### src/rtl/mcwd_pkg.sv
// ----------------------------------------------------------------------------
// mcwd_pkg: shared types and constants for the liveness watchdog
// Operation codes, per-channel record layout and the expiry check.
// ----------------------------------------------------------------------------
package mcwd_pkg;

	localparam int NUM_CHANNELS = 16;

	typedef logic [2:0]  func_t;
	typedef logic [3:0]  chan_t;
	typedef logic [31:0] word_t;

	localparam func_t FN_INIT      = 3'd0;
	localparam func_t FN_KICK      = 3'd1;
	localparam func_t FN_SET_TMO   = 3'd2;
	localparam func_t FN_REGISTER  = 3'd3;
	localparam func_t FN_QUERY     = 3'd4;
	localparam func_t FN_STEP      = 3'd5;
	localparam func_t FN_RESET_REG = 3'd6;

	localparam word_t SANITY_RESET = 32'h7FFF_FFFF;

	typedef struct packed {
		word_t timeout;
		word_t last_kick;
		logic  kicked;
		logic  failed;
		word_t fail_cnt;
	} chan_rec_t;

	typedef struct packed {
		logic clk_err;
		logic expired;
	} check_t;

	function automatic check_t chan_check(chan_rec_t r, word_t now, word_t limit);
		word_t  age;
		check_t c;
		c   = '0;
		age = now - r.last_kick;
		if (r.timeout != '0) begin
			if (!r.kicked) begin
				c.expired = 1'b1;
			end else if (age > limit) begin
				c.clk_err = 1'b1;
			end else begin
				c.expired = (age > r.timeout);
			end
		end
		return c;
	endfunction

endpackage

### src/rtl/mcwd_req_if.sv
// ----------------------------------------------------------------------------
// mcwd_req_if: operation request channel
// Valid/ready channel carrying one operation beat.
// ----------------------------------------------------------------------------
interface mcwd_req_if;
	import mcwd_pkg::*;

	logic  valid;
	logic  ready;
	func_t func;
	chan_t channel;
	word_t now_ms;
	word_t timeout_value;

	modport source (output valid, func, channel, now_ms, timeout_value, input ready);
	modport sink (input valid, func, channel, now_ms, timeout_value, output ready);
endinterface

### src/rtl/mcwd_rsp_if.sv
// ----------------------------------------------------------------------------
// mcwd_rsp_if: result channel
// Valid/ready channel carrying one result beat.
// ----------------------------------------------------------------------------
interface mcwd_rsp_if;
	import mcwd_pkg::*;

	logic       valid;
	logic       ready;
	logic       accepted;
	logic       expired;
	logic [4:0] failed_total;
	chan_t      first_failed_channel;
	logic       first_failed_valid;
	word_t      clock_error_total;
	logic [4:0] registered_total;
	word_t      channel_fail_total;

	modport source (output valid, accepted, expired, failed_total, first_failed_channel,
		first_failed_valid, clock_error_total, registered_total, channel_fail_total,
		input ready);
	modport sink (input valid, accepted, expired, failed_total, first_failed_channel,
		first_failed_valid, clock_error_total, registered_total, channel_fail_total,
		output ready);
endinterface

### src/rtl/mcwd_chan_mem.sv
// ----------------------------------------------------------------------------
// mcwd_chan_mem: per-channel record memory
// One write, one registered read; entries never written read as zero.
// ----------------------------------------------------------------------------
module mcwd_chan_mem #(
	parameter int DEPTH = mcwd_pkg::NUM_CHANNELS,
	parameter int AW    = (DEPTH > 1) ? $clog2(DEPTH) : 1
) (
	input  logic                clk,
	input  logic                arst_n,
	input  logic [AW-1:0]       rd_addr,
	output mcwd_pkg::chan_rec_t rd_data,
	input  logic                wr_en,
	input  logic [AW-1:0]       wr_addr,
	input  mcwd_pkg::chan_rec_t wr_data
);
	import mcwd_pkg::*;

	chan_rec_t        mem_q [DEPTH];
	logic [DEPTH-1:0] vld_q;
	chan_rec_t        rd_raw_s1;
	logic             rd_vld_s1;

	always_ff @(posedge clk) begin
		if (wr_en) begin
			mem_q[wr_addr] <= wr_data;
		end
		rd_raw_s1 <= mem_q[rd_addr];
	end

	always_ff @(posedge clk or negedge arst_n) begin
		if (!arst_n) begin
			vld_q     <= '0;
			rd_vld_s1 <= 1'b0;
		end else begin
			if (wr_en) begin
				vld_q[wr_addr] <= 1'b1;
			end
			rd_vld_s1 <= vld_q[rd_addr];
		end
	end

	assign rd_data = rd_vld_s1 ? rd_raw_s1 : '0;
endmodule

### src/rtl/mcwd_order_mem.sv
// ----------------------------------------------------------------------------
// mcwd_order_mem: registration order table
// Slot i holds the i-th registered channel; registered read port.
// ----------------------------------------------------------------------------
module mcwd_order_mem #(
	parameter int DEPTH = mcwd_pkg::NUM_CHANNELS,
	parameter int AW    = (DEPTH > 1) ? $clog2(DEPTH) : 1
) (
	input  logic            clk,
	input  logic [AW-1:0]   rd_addr,
	output mcwd_pkg::chan_t rd_data,
	input  logic            wr_en,
	input  logic [AW-1:0]   wr_addr,
	input  mcwd_pkg::chan_t wr_data
);
	import mcwd_pkg::*;

	chan_t mem_q [DEPTH];
	chan_t rd_s1;

	always_ff @(posedge clk) begin
		if (wr_en) begin
			mem_q[wr_addr] <= wr_data;
		end
		rd_s1 <= mem_q[rd_addr];
	end

	assign rd_data = rd_s1;
endmodule

### src/rtl/multi_channel_liveness_watchdog_unit.sv
// ----------------------------------------------------------------------------
// multi_channel_liveness_watchdog_unit: multi-channel liveness watchdog
// Per-channel timeouts, kicks and failure tracking held in a record memory.
//
//   port    | role   | beat
//   --------+--------+-----------------------------------------------
//   req     | sink   | func, channel, now_ms, timeout_value
//   rsp     | source | accepted, expired, totals, channel_fail_total
//   cfg_wr  | write  | age_sanity_limit
//
// Non-step operations: record read, modify and write back, then the result is
// registered. Step: the order-table read, record read and write-back are
// pipelined one channel per cycle over the registered channels. One operation
// is in flight at a time. No clearing pass after reset. A stalled result blocks
// the next operation only once that one has its own result ready.
// ----------------------------------------------------------------------------
module multi_channel_liveness_watchdog_unit #(
	parameter int CHANNELS = mcwd_pkg::NUM_CHANNELS
) (
	input  logic              clk,
	input  logic              arst_n,
	input  logic              cfg_wr_en,
	input  mcwd_pkg::word_t   cfg_wr_data,
	mcwd_req_if.sink          req,
	mcwd_rsp_if.source        rsp
);
	import mcwd_pkg::*;

	localparam int AW = (CHANNELS > 1) ? $clog2(CHANNELS) : 1;
	localparam int CW = $clog2(CHANNELS + 1);

	localparam logic [1:0] S_IDLE = 2'd0;
	localparam logic [1:0] S_RMW  = 2'd1;
	localparam logic [1:0] S_STEP = 2'd2;
	localparam logic [1:0] S_RES  = 2'd3;

	logic [1:0]          state_q;
	word_t               limit_q;
	logic [CHANNELS-1:0] reg_marks_q;
	logic [CW-1:0]       cnt_q;
	logic [CW-1:0]       failed_cnt_q;
	chan_t               first_q;
	logic                first_flag_q;
	word_t               clk_err_q;

	func_t               op_func_q;
	chan_t               op_chan_q;
	word_t               op_now_q;
	word_t               op_tmo_q;
	logic                op_valid_q;

	logic                res_accepted_q;
	logic                res_expired_q;
	word_t               res_fail_q;

	logic [CW-1:0]       iss_idx_q;
	logic                vld_s1;
	logic                vld_s2;
	chan_t               ch_s2;

	logic                out_valid_q;
	logic                out_accepted_q;
	logic                out_expired_q;
	logic [4:0]          out_failed_q;
	chan_t               out_first_q;
	logic                out_first_vld_q;
	word_t               out_clk_err_q;
	logic [4:0]          out_reg_total_q;
	word_t               out_fail_q;

	logic [AW-1:0]       op_addr;
	logic                req_chan_ok;
	logic                in_acc;
	logic                step_done;
	logic                reg_ok;

	logic [AW-1:0]       chan_rd_addr;
	chan_rec_t           chan_rd_data;
	logic                chan_wr_en;
	logic [AW-1:0]       chan_wr_addr;
	chan_rec_t           chan_wr_data;
	check_t              ck;

	logic [AW-1:0]       ord_rd_addr;
	chan_t               ord_rd_data;
	logic                ord_wr_en;

	assign op_addr     = AW'(op_chan_q);
	assign req_chan_ok = (int'(req.channel) < CHANNELS);
	assign req.ready   = (state_q == S_IDLE);
	assign in_acc      = req.valid && req.ready;
	assign step_done   = (iss_idx_q >= cnt_q) && !vld_s1 && !vld_s2;
	assign reg_ok      = (cnt_q < CW'(CHANNELS)) && !reg_marks_q[op_addr];
	assign ck          = chan_check(chan_rd_data, op_now_q, limit_q);
	assign ord_rd_addr = iss_idx_q[AW-1:0];
	assign ord_wr_en   = (state_q == S_RMW) && (op_func_q == FN_REGISTER) && op_valid_q
		&& reg_ok;

	always_comb begin
		chan_rd_addr = AW'(req.channel);
		if (state_q == S_STEP) begin
			chan_rd_addr = vld_s1 ? AW'(ord_rd_data) : op_addr;
		end
	end

	always_comb begin
		chan_wr_en   = 1'b0;
		chan_wr_addr = op_addr;
		chan_wr_data = chan_rd_data;
		if (state_q == S_RMW && op_valid_q) begin
			case (op_func_q)
				FN_INIT: begin
					chan_wr_en           = 1'b1;
					chan_wr_data         = '0;
					chan_wr_data.timeout = op_tmo_q;
				end
				FN_KICK: begin
					chan_wr_en             = 1'b1;
					chan_wr_data.last_kick = op_now_q;
					chan_wr_data.kicked    = 1'b1;
				end
				FN_SET_TMO: begin
					chan_wr_en           = 1'b1;
					chan_wr_data.timeout = op_tmo_q;
				end
				default: begin
					chan_wr_en = 1'b0;
				end
			endcase
		end else if (state_q == S_STEP && vld_s2) begin
			chan_wr_en          = 1'b1;
			chan_wr_addr        = AW'(ch_s2);
			chan_wr_data.failed = ck.expired;
			if (ck.expired && !chan_rd_data.failed) begin
				chan_wr_data.fail_cnt = chan_rd_data.fail_cnt + 32'd1;
			end
		end
	end

	mcwd_chan_mem #(
		.DEPTH (CHANNELS),
		.AW    (AW)
	) u_chan_mem (
		.clk     (clk),
		.arst_n  (arst_n),
		.rd_addr (chan_rd_addr),
		.rd_data (chan_rd_data),
		.wr_en   (chan_wr_en),
		.wr_addr (chan_wr_addr),
		.wr_data (chan_wr_data)
	);

	mcwd_order_mem #(
		.DEPTH (CHANNELS),
		.AW    (AW)
	) u_order_mem (
		.clk     (clk),
		.rd_addr (ord_rd_addr),
		.rd_data (ord_rd_data),
		.wr_en   (ord_wr_en),
		.wr_addr (cnt_q[AW-1:0]),
		.wr_data (op_chan_q)
	);

	always_ff @(posedge clk) begin
		if (in_acc) begin
			op_func_q  <= req.func;
			op_chan_q  <= req.channel;
			op_now_q   <= req.now_ms;
			op_tmo_q   <= req.timeout_value;
			op_valid_q <= req_chan_ok;
		end
		if (state_q == S_STEP && vld_s1) begin
			ch_s2 <= ord_rd_data;
		end
	end

	always_ff @(posedge clk or negedge arst_n) begin
		if (!arst_n) begin
			state_q         <= S_IDLE;
			limit_q         <= SANITY_RESET;
			reg_marks_q     <= '0;
			cnt_q           <= '0;
			failed_cnt_q    <= '0;
			first_q         <= '0;
			first_flag_q    <= 1'b0;
			clk_err_q       <= '0;
			res_accepted_q  <= 1'b1;
			res_expired_q   <= 1'b0;
			res_fail_q      <= '0;
			iss_idx_q       <= '0;
			vld_s1          <= 1'b0;
			vld_s2          <= 1'b0;
			out_valid_q     <= 1'b0;
			out_accepted_q  <= 1'b0;
			out_expired_q   <= 1'b0;
			out_failed_q    <= '0;
			out_first_q     <= '0;
			out_first_vld_q <= 1'b0;
			out_clk_err_q   <= '0;
			out_reg_total_q <= '0;
			out_fail_q      <= '0;
		end else begin
			if (cfg_wr_en) begin
				limit_q <= cfg_wr_data;
			end
			if (out_valid_q && rsp.ready && state_q != S_RES) begin
				out_valid_q <= 1'b0;
			end
			case (state_q)
				S_IDLE: begin
					if (in_acc) begin
						res_accepted_q <= !(req.func == FN_REGISTER && !req_chan_ok);
						res_expired_q  <= 1'b0;
						res_fail_q     <= '0;
						if (req.func == FN_STEP) begin
							failed_cnt_q <= '0;
							first_q      <= '0;
							first_flag_q <= 1'b0;
							iss_idx_q    <= '0;
							vld_s1       <= 1'b0;
							vld_s2       <= 1'b0;
							state_q      <= S_STEP;
						end else begin
							state_q <= req_chan_ok ? S_RMW : S_RES;
							if (req.func == FN_RESET_REG) begin
								reg_marks_q  <= '0;
								cnt_q        <= '0;
								failed_cnt_q <= '0;
								first_q      <= '0;
								first_flag_q <= 1'b0;
								clk_err_q    <= '0;
							end
						end
					end
				end
				S_RMW: begin
					if (op_func_q == FN_REGISTER) begin
						if (reg_ok) begin
							reg_marks_q[op_addr] <= 1'b1;
							cnt_q                <= cnt_q + 1'b1;
						end else begin
							res_accepted_q <= 1'b0;
						end
					end else if (op_func_q == FN_QUERY) begin
						res_expired_q <= ck.expired;
						if (ck.clk_err) begin
							clk_err_q <= clk_err_q + 32'd1;
						end
					end
					res_fail_q <= chan_wr_data.fail_cnt;
					state_q    <= S_RES;
				end
				S_STEP: begin
					if (iss_idx_q < cnt_q) begin
						vld_s1    <= 1'b1;
						iss_idx_q <= iss_idx_q + 1'b1;
					end else begin
						vld_s1 <= 1'b0;
					end
					vld_s2 <= vld_s1;
					if (vld_s2) begin
						if (ck.clk_err) begin
							clk_err_q <= clk_err_q + 32'd1;
						end
						if (ck.expired) begin
							failed_cnt_q <= failed_cnt_q + 1'b1;
							if (!first_flag_q) begin
								first_flag_q <= 1'b1;
								first_q      <= ch_s2;
							end
						end
					end
					if (step_done) begin
						state_q <= op_valid_q ? S_RMW : S_RES;
					end
				end
				S_RES: begin
					if (!out_valid_q || rsp.ready) begin
						out_valid_q     <= 1'b1;
						out_accepted_q  <= res_accepted_q;
						out_expired_q   <= res_expired_q;
						out_failed_q    <= 5'(failed_cnt_q);
						out_first_q     <= first_flag_q ? first_q : '0;
						out_first_vld_q <= first_flag_q;
						out_clk_err_q   <= clk_err_q;
						out_reg_total_q <= 5'(cnt_q);
						out_fail_q      <= res_fail_q;
						state_q         <= S_IDLE;
					end
				end
				default: begin
					state_q <= S_IDLE;
				end
			endcase
		end
	end

	assign rsp.valid                = out_valid_q;
	assign rsp.accepted             = out_accepted_q;
	assign rsp.expired              = out_expired_q;
	assign rsp.failed_total         = out_failed_q;
	assign rsp.first_failed_channel = out_first_q;
	assign rsp.first_failed_valid   = out_first_vld_q;
	assign rsp.clock_error_total    = out_clk_err_q;
	assign rsp.registered_total     = out_reg_total_q;
	assign rsp.channel_fail_total   = out_fail_q;

	a_marks_match_count: assert property (@(posedge clk) disable iff (!arst_n)
		$countones(reg_marks_q) == int'(cnt_q))
		else $error("registry marks disagree with registry count");

	a_failed_le_count: assert property (@(posedge clk) disable iff (!arst_n)
		failed_cnt_q <= cnt_q)
		else $error("failed total exceeds registered channels");

	a_first_flag_tracks: assert property (@(posedge clk) disable iff (!arst_n)
		first_flag_q == (failed_cnt_q != '0))
		else $error("first-failed flag out of step with failed total");

	a_step_pipe_drains: assert property (@(posedge clk) disable iff (!arst_n)
		(state_q == S_STEP && step_done) |=> !vld_s1 && !vld_s2)
		else $error("step pipeline busy after step completion");
endmodule
### src/flat_wrapper.sv
// flat-port wrapper written by rule: the top's interface ports become plain ports
module multi_channel_liveness_watchdog_unit_flat import mcwd_pkg::*;
#(
	parameter int CHANNELS = mcwd_pkg::NUM_CHANNELS
)
  (clk, arst_n, cfg_wr_en, cfg_wr_data, req_valid, req_func, req_channel, req_now_ms, req_timeout_value, req_ready, rsp_valid, rsp_accepted, rsp_expired, rsp_failed_total, rsp_first_failed_channel, rsp_first_failed_valid, rsp_clock_error_total, rsp_registered_total, rsp_channel_fail_total, rsp_ready);
  mcwd_req_if req_i ();
  mcwd_rsp_if rsp_i ();
  input  logic clk;
  input  logic arst_n;
  input  logic cfg_wr_en;
  input  mcwd_pkg::word_t cfg_wr_data;
  input wire logic [$bits(req_i.valid)-1:0] req_valid;
  input wire logic [$bits(req_i.func)-1:0] req_func;
  input wire logic [$bits(req_i.channel)-1:0] req_channel;
  input wire logic [$bits(req_i.now_ms)-1:0] req_now_ms;
  input wire logic [$bits(req_i.timeout_value)-1:0] req_timeout_value;
  output wire logic [$bits(req_i.ready)-1:0] req_ready;
  output wire logic [$bits(rsp_i.valid)-1:0] rsp_valid;
  output wire logic [$bits(rsp_i.accepted)-1:0] rsp_accepted;
  output wire logic [$bits(rsp_i.expired)-1:0] rsp_expired;
  output wire logic [$bits(rsp_i.failed_total)-1:0] rsp_failed_total;
  output wire logic [$bits(rsp_i.first_failed_channel)-1:0] rsp_first_failed_channel;
  output wire logic [$bits(rsp_i.first_failed_valid)-1:0] rsp_first_failed_valid;
  output wire logic [$bits(rsp_i.clock_error_total)-1:0] rsp_clock_error_total;
  output wire logic [$bits(rsp_i.registered_total)-1:0] rsp_registered_total;
  output wire logic [$bits(rsp_i.channel_fail_total)-1:0] rsp_channel_fail_total;
  input wire logic [$bits(rsp_i.ready)-1:0] rsp_ready;
  assign req_i.valid = req_valid;
  assign req_i.func = req_func;
  assign req_i.channel = req_channel;
  assign req_i.now_ms = req_now_ms;
  assign req_i.timeout_value = req_timeout_value;
  assign req_ready = req_i.ready;
  assign rsp_valid = rsp_i.valid;
  assign rsp_accepted = rsp_i.accepted;
  assign rsp_expired = rsp_i.expired;
  assign rsp_failed_total = rsp_i.failed_total;
  assign rsp_first_failed_channel = rsp_i.first_failed_channel;
  assign rsp_first_failed_valid = rsp_i.first_failed_valid;
  assign rsp_clock_error_total = rsp_i.clock_error_total;
  assign rsp_registered_total = rsp_i.registered_total;
  assign rsp_channel_fail_total = rsp_i.channel_fail_total;
  assign rsp_i.ready = rsp_ready;
  multi_channel_liveness_watchdog_unit #(.CHANNELS(CHANNELS)) u_core (.clk(clk), .arst_n(arst_n), .cfg_wr_en(cfg_wr_en), .cfg_wr_data(cfg_wr_data), .req(req_i), .rsp(rsp_i));
endmodule
### config.mk
export PLATFORM = sky130hd
export DESIGN_NAME = multi_channel_liveness_watchdog_unit_flat
export DESIGN_NICKNAME = d
export VERILOG_FILES = /design/src/rtl/mcwd_pkg.sv /design/src/rtl/mcwd_req_if.sv /design/src/rtl/mcwd_rsp_if.sv /design/src/rtl/mcwd_chan_mem.sv /design/src/rtl/mcwd_order_mem.sv /design/src/rtl/multi_channel_liveness_watchdog_unit.sv /design/src/flat_wrapper.sv
export SDC_FILE = /design/constraint.sdc
export NUM_CORES = 2
export LEC_CHECK = 0
export BUFFER_PORTS_ARGS = -buffer_cell sky130_fd_sc_hd__buf_2
export CORE_UTILIZATION = 32
export DETAILED_ROUTE_END_ITERATION = 10
export GPL_ROUTABILITY_DRIVEN = 0
export GPL_TIMING_DRIVEN = 0
export PLACE_DENSITY_LB_ADDON = 0.3
export SLEW_MARGIN = 10
export SYNTH_ARGS = -nofsm -noshare
export SYNTH_HDL_FRONTEND = slang
export SYNTH_SLANG_ARGS = --single-unit
### constraint.sdc
create_clock -name clk -period 7.74 [get_ports clk]
set_clock_uncertainty 0.1 [all_clocks]
set_input_delay 1.548 -clock clk [delete_from_list [all_inputs] [get_ports clk]]
set_output_delay 1.548 -clock clk [all_outputs]
set_load 0.01 [all_outputs]
=== Word-level counts from Yosys, hierarchy flattened ===
Memories as Yosys holds them, arrays and structs flattened. A register that Yosys moved wholly into a read port is not among the register bits.
Index checks and enable logic that the tools add are counted.

* Input port bits: 108
* Memories kept: 2
* RAM bits: 1632
* Logic and storage cells: 212
* Flip-flop bits (word level): 312
* Output and inout port bits: 83

{| class="wikitable"
|+ Memories
! memory !! words !! bits a word !! rd ports !! clocked after Yosys merged registers in !! write ports !! line !! RTL
|-
| u_core.u_chan_mem.mem_q || 16 || 98 || 1 || 1 || 1 || mcwd_chan_mem.sv:19 || <nowiki>chan_rec_t mem_q [DEPTH];</nowiki>
|-
| u_core.u_order_mem.mem_q || 16 || 4 || 1 || 1 || 1 || mcwd_order_mem.sv:18 || <nowiki>chan_t mem_q [DEPTH];</nowiki>
|}

* Equality and inequality tests: 26
* Multiplexer cells: 98
* Reductions and logical operators: 38
* Order comparisons: 10
* $add $sub $neg: 6
* Bitwise operators: 2

{| class="wikitable"
|+ Operators by type and width
! operator !! number
|-
| two-way mux 32 bit || 10
|-
| two-way mux 33 bit || 3
|-
| two-way mux 98 bit || 1
|-
| case mux 32 bit (3 select lines) || 1
|-
| two-way mux 16 bit || 5
|-
| case mux 33 bit (2 select lines) || 1
|-
| two-way mux 65 bit || 1
|-
| adder 32 x 1 -> 32 bit, second input constant || 2
|-
| > comparator 32 bit || 2
|-
| case mux 32 bit (2 select lines) || 1
|-
| two-way mux 5 bit || 12
|-
| two-way mux 4 bit || 11
|-
| two-way mux 1 bit || 32
|-
| OR 16 bit || 2
|-
| case mux 16 bit (2 select lines) || 1
|-
| nonzero test 32 bit || 1
|-
| subtractor 32 bit || 1
|-
| case mux 5 bit (2 select lines) || 3
|-
| inequality test 2 bit, second input constant || 11
|-
| adder 5 x 1 -> 5 bit, second input constant || 3
|-
| less-than comparator 4 x 5 -> 1 bit, second input constant || 3
|-
| logical AND 1 bit || 13
|-
| AND reduction 4 bit || 3
|-
| AND reduction 6 bit || 2
|-
| 29 further kinds || 55
|}

=== Logic depth before layout (Yosys ltp) ===
* Depth after elaboration: 11
* Mapped depth: 32
* Mapped depth without buffers: 26

=== Modules after synthesis ===
From an unflattened synthesis, not the netlist that was laid out.

* Cells, all modules: 4530
* Area, all modules: 81196.6 µm²

{| class="wikitable"
|+ By module, submodules not included
! module !! seq. area each (µm²) !! area each (µm²) !! instances !! cells an instance
|-
| mcwd_chan_mem || 49472.4 || 61894.4 || 1 || 2658
|-
| multi_channel_liveness_watchdog_unit || 7797.5 || 16636.0 || 1 || 1742
|-
| mcwd_order_mem || 2001.9 || 2666.3 || 1 || 130
|}

=== Least setup slack after synthesis ===
Ideal clock, no wire load.

* Path kind: register to register
* Start: register u_core.u_chan_mem.rd_vld_s1
* End: memory u_core.u_chan_mem.mem_q[0][28] in the netlist's numbering (data pin)
* Library setup time: 419 ps
* Stages on the path, launching flop included: 33
* Clock period less this slack: 8463 ps
* Required time: 7221 ps
* Path slack: -723 ps
* Path buffers: 6
* Arrival: 7944 ps
* Cell sequence: dfrtp_1 > clkbuf_1 > clkbuf_1 > clkbuf_1 > clkbuf_1 > buf_1 > and2_1 > ha_1 > inv_1 > fa_1 > a21o_1 > a221o_1 > a21oi_1 > o21ai_0 > a221o_1 > o31ai_1 > o2111ai_1 > a31o_2 > a31oi_1 > xnor2_1 > ha_1 > nand4_1 > nor2_1 > nand4_1 > a211oi_1 > nand4_1 > o21bai_1 > a22o_1 > nand4_4 > clkbuf_1 > nor3_1 > nand2_1 > o311ai_0

{| class="wikitable"
|+ RTL lines
! what !! line !! RTL
|-
| from (decl) || mcwd_chan_mem.sv:22 || <nowiki>logic rd_vld_s1;</nowiki>
|-
| from (signal assigned) || mcwd_chan_mem.sv:39 || <nowiki>rd_vld_s1 <= vld_q[rd_addr];</nowiki>
|-
| to (decl) || mcwd_chan_mem.sv:19 ||
|}

==> results.toml <==
[timing]
worst_slew_pin_slew_ns = 1.24
min_period_ns = 7.70
setup_ws_ns = 0.0406
final-max-slew-violation-count = 0
fmax_mhz = 130
setup_viol = 0
period_share_pct = 99.5
rsz0062_at_grt = "true"
relSlewSlack_pct = 17.4
final_hold_viol_count = 0
timing.hold.ws_ns = 0.350

[drt]
dr.first_iter.drc_count = 4993
ant_nets = 0
drt_pass1_iterations = 5
wl_per_cell_um = 27.0
vias = 46000
drt_wl_total_um = 235000
route.detailed.drc = 0
viasPerCell = 5.29

[worst_setup_path]
timing.rr.end = "u_core.u_chan_mem.mem_q[0][30]"
reg2reg_depth = 27
crit_required_ns = 8.29
startpoint_type = "register"
cp_max_fo = 8
max_stage_delay_ns = 0.76
cp_top_family = "compound AO/OA/AOI/OAI gates"
worst_setup_path_end_kind = "register"
ff2ff_setup_slack_ns = 0.04
crit_top_cell = "nand4_1"
r2r-start = "u_core.u_chan_mem.rd_vld_s1"
arrival_ns = 8.25
crit_buf_inv = 3
crit_slowest_cell = "o41ai_2"
worstSetupPathType = "register to register"

[synthesis]
ys_warn_count = 0
synth_edf_count = 1707
synth_seq_cells = 2046
async_flop_share_pct = 11.6
netlist_area_um2 = 81800
ys.flop_type = "edfxtp_1"
syn_nets = 4820
avgSynthCellArea_um2 = 17.8
yosysSeqAreaShare_pct = 72.4
synthDistinctLibCells = 77
synth_cells = 4603

[clock_network]
postCtsHoldBufs = 0
cts_inserted_buffers = 201
clk_latency_ns = 0.85
cts_sinks = 2046
cts_tree = "done"
clockBufferDepth = 3
clkSlewWorstSetupHoldPaths_ns = 0.06
htreeDepth = 4
root_buffer = "clkbuf_16"

[pwr]
cellLeakagePower_nw = 33.0
power.density_nw_per_um2 = 376
peakVddDrop_uv = 252

[final_layout]
layout.nets = 5367
fill_cells = 23300
area_growth_pct = 18.7
post_route_cells_drive_above_1_share_pct = 25.2

[place]
dp_slack_ns = -4.33
io_buffers = 189
hpwl_um = 161000

[global_route]
track_usage_pct = 18.0
grt_max_degree = 91
grt_overflow = 0
first_global_vias = 45900
antenna_found_initial = 10
grt_pass1_wl_um = 334000

[floorplanning]
die_h_um = 508
fp.dieW_um = 508
fp-row-count = 185
dieArea_um2 = 258000
ios = 191
floorplan.initialDensity_pct = 32.2
core_um2 = 254000

[hold_path]
holdPathEnd = "u_core.ch_s2[3]"
worstHoldStart = "u_core.u_order_mem.rd_data[3]"
holdPathStages = 0
hold_path.class = "register to register"

[run_status]
run_status = "finished clean"

[run]
cap_violations = 0
per-stage QoR:
stage	instances	utilization [%]	instance area, um2	TNS, ns	power [W]
2_1_floorplan	4603	-	81900	0	0.0217
6_report	8695	38.2	97200	0	0.0365
3_5_place_dp	8279	35.2	89500	-2056.27	0.0261
3_3_place_gp	8158	34.2	87000	-	0.0257
5_1_grt	8692	38.2	97200	-0.405	0.0380
4_1_cts	8672	38.1	96800	0	0.0363
state kept, by name, indices dropped and copies added (netlist names), 16 cells and up:
| signal | flops |
|---|---|
| u_core.u_chan_mem.vld_q | 16 |
| u_core.op_tmo_q | 32 |
| u_core.res_fail_q | 32 |
| u_core.rsp.clock_error_total | 32 |
| u_core.op_now_q | 32 |
| u_core.u_order_mem.mem_q | 64 |
| u_core.limit_q | 32 |
| u_core.u_chan_mem.rd_raw_s1 | 98 |
| u_core.reg_marks_q | 16 |
| u_core.rsp.channel_fail_total | 32 |
| u_core.u_chan_mem.mem_q | 1568 |
| u_core.clk_err_q | 32 |
how the worst max path moves through the flow:
stage	slack (ns)	cells after the start	endpoint	startpoint
finish	0.04	27	u_core.u_chan_mem.mem_q[0][30]	u_core.u_chan_mem.rd_vld_s1
global route	-0.06	28	u_core.u_chan_mem.mem_q[0][30]	u_core.u_chan_mem.rd_vld_s1
CTS	0.02	28	u_core.u_chan_mem.mem_q[0][30]	u_core.u_chan_mem.rd_vld_s1
detailed placement	-4.33	29	u_core.u_chan_mem.mem_q[10][21]	u_core.u_chan_mem.rd_vld_s1
global placement	-7.52	9	u_core.u_chan_mem.vld_q[8]	u_core.state_q[1]
floorplan	0.01	31	u_core.u_chan_mem.mem_q[0][30]	u_core.u_chan_mem.rd_vld_s1
cell families (layout without fill, tap and decap cells):
group                    Yosys count  in the layout  share of synthesized area (%)
adder cells (fa/ha/maj)          109            109                           1.68
buffers and inverters            302           1023                           1.40
other                              0              3                              0
multiplexers                     609            609                           14.0
XOR/XNOR                          75             75                          0.803
AO/OA/AOI/OAI                    623            624                           4.74
AND/OR/NAND/NOR                  839            840                           4.94
flip-flops                      2046           2046                           72.4
power by group:
part / total (W) / internal (W) / leakage (nW) / switching [W]
Clock: 0.00987 / 0.00565 / 3.29 / 0.00422
Combinational: 0.0115 / 0.00406 / 10.2 / 0.00745
Sequential: 0.0151 / 0.0145 / 19.6 / 0.000630
Total: 0.0365 / 0.0242 / 33.0 / 0.0123
layout by cell type, fill, tap and decap left out, types with 29 or more instances in the layout:
master,netlist,routed
a211oi_1,108,107
a21oi_1,170,164
buf_1,56,44
buf_12,0,84
buf_2,6,196
buf_4,0,55
clkbuf_1,173,210
clkbuf_16,0,208
clkbuf_8,0,34
clkinv_2,0,34
dfrtp_1,205,204
dfstp_2,32,32
dfxtp_1,102,102
edfxtp_1,1707,1707
ha_1,108,104
inv_1,65,63
mux2_2,78,78
mux2i_1,110,110
mux4_2,421,421
nand2_1,304,303
nand3_1,81,78
nand4_1,29,29
nor2_1,147,128
nor2b_1,113,113
nor3_1,40,40
o21ai_0,198,121
o21ai_1,0,71
xnor2_1,57,54
per-layer routing:
metal	vias to the layer above	track usage [%]	wire length (um)
li1	19500	-	-
met1	24300	25.5	102000
met2	1885	27.8	107000
met3	302	3.94	19400
met4	8	5.01	6010
met5	-	0	45
worst register-to-register path, delay by kind of cell (launching register included):
kind / cells / cell delay, ns
buffers and inverters: 3 / 0.37
adder cells (fa/ha/maj): 3 / 0.74
AO/OA/AOI/OAI: 13 / 3.76
XOR/XNOR: 1 / 0.45
flip-flops: 1 / 0.52
AND/OR/NAND/NOR: 7 / 1.60
timing repair:
| action | in CTS | in global routing |
|---|---|---|
| setup endpoints to repair | 571 | 557 |
| hold endpoints to repair | 0 | 0 |
| pin swaps | 23 | 35 |
| resized for setup | 80 | 46 |
| cloned | 1 | 1 |
| buffers inserted | 17 | 14 |
synthesized netlist by cell type (65+ instances only):
master	count	area, um2
a211oi_1	108	811
a21oi_1	170	851
clkbuf_1	173	649
dfrtp_1	205	5130
dfxtp_1	102	2040
edfxtp_1	1707	51300
ha_1	108	1350
inv_1	65	244
mux2_2	78	878
mux2i_1	110	1100
mux4_2	421	9480
nand2_1	304	1140
nand3_1	81	405
nor2_1	147	552
nor2b_1	113	707
o21ai_0	198	991
area by class of cell:
cell class	instances	area (um2)	share of cell area, %
multi-input combinational	2257	22200	22.8
timing repair buffer	347	3570	3.67
inverter	66	250	0.258
sequential	2046	59300	61.0
clock inverter	81	836	0.860
clock buffer	298	5860	6.03
tap	3366	4210	4.33
buffer	231	1000	1.03
antenna	3	7.51	0.00773
No activity file was read; power rests on OpenSTA's default activity.
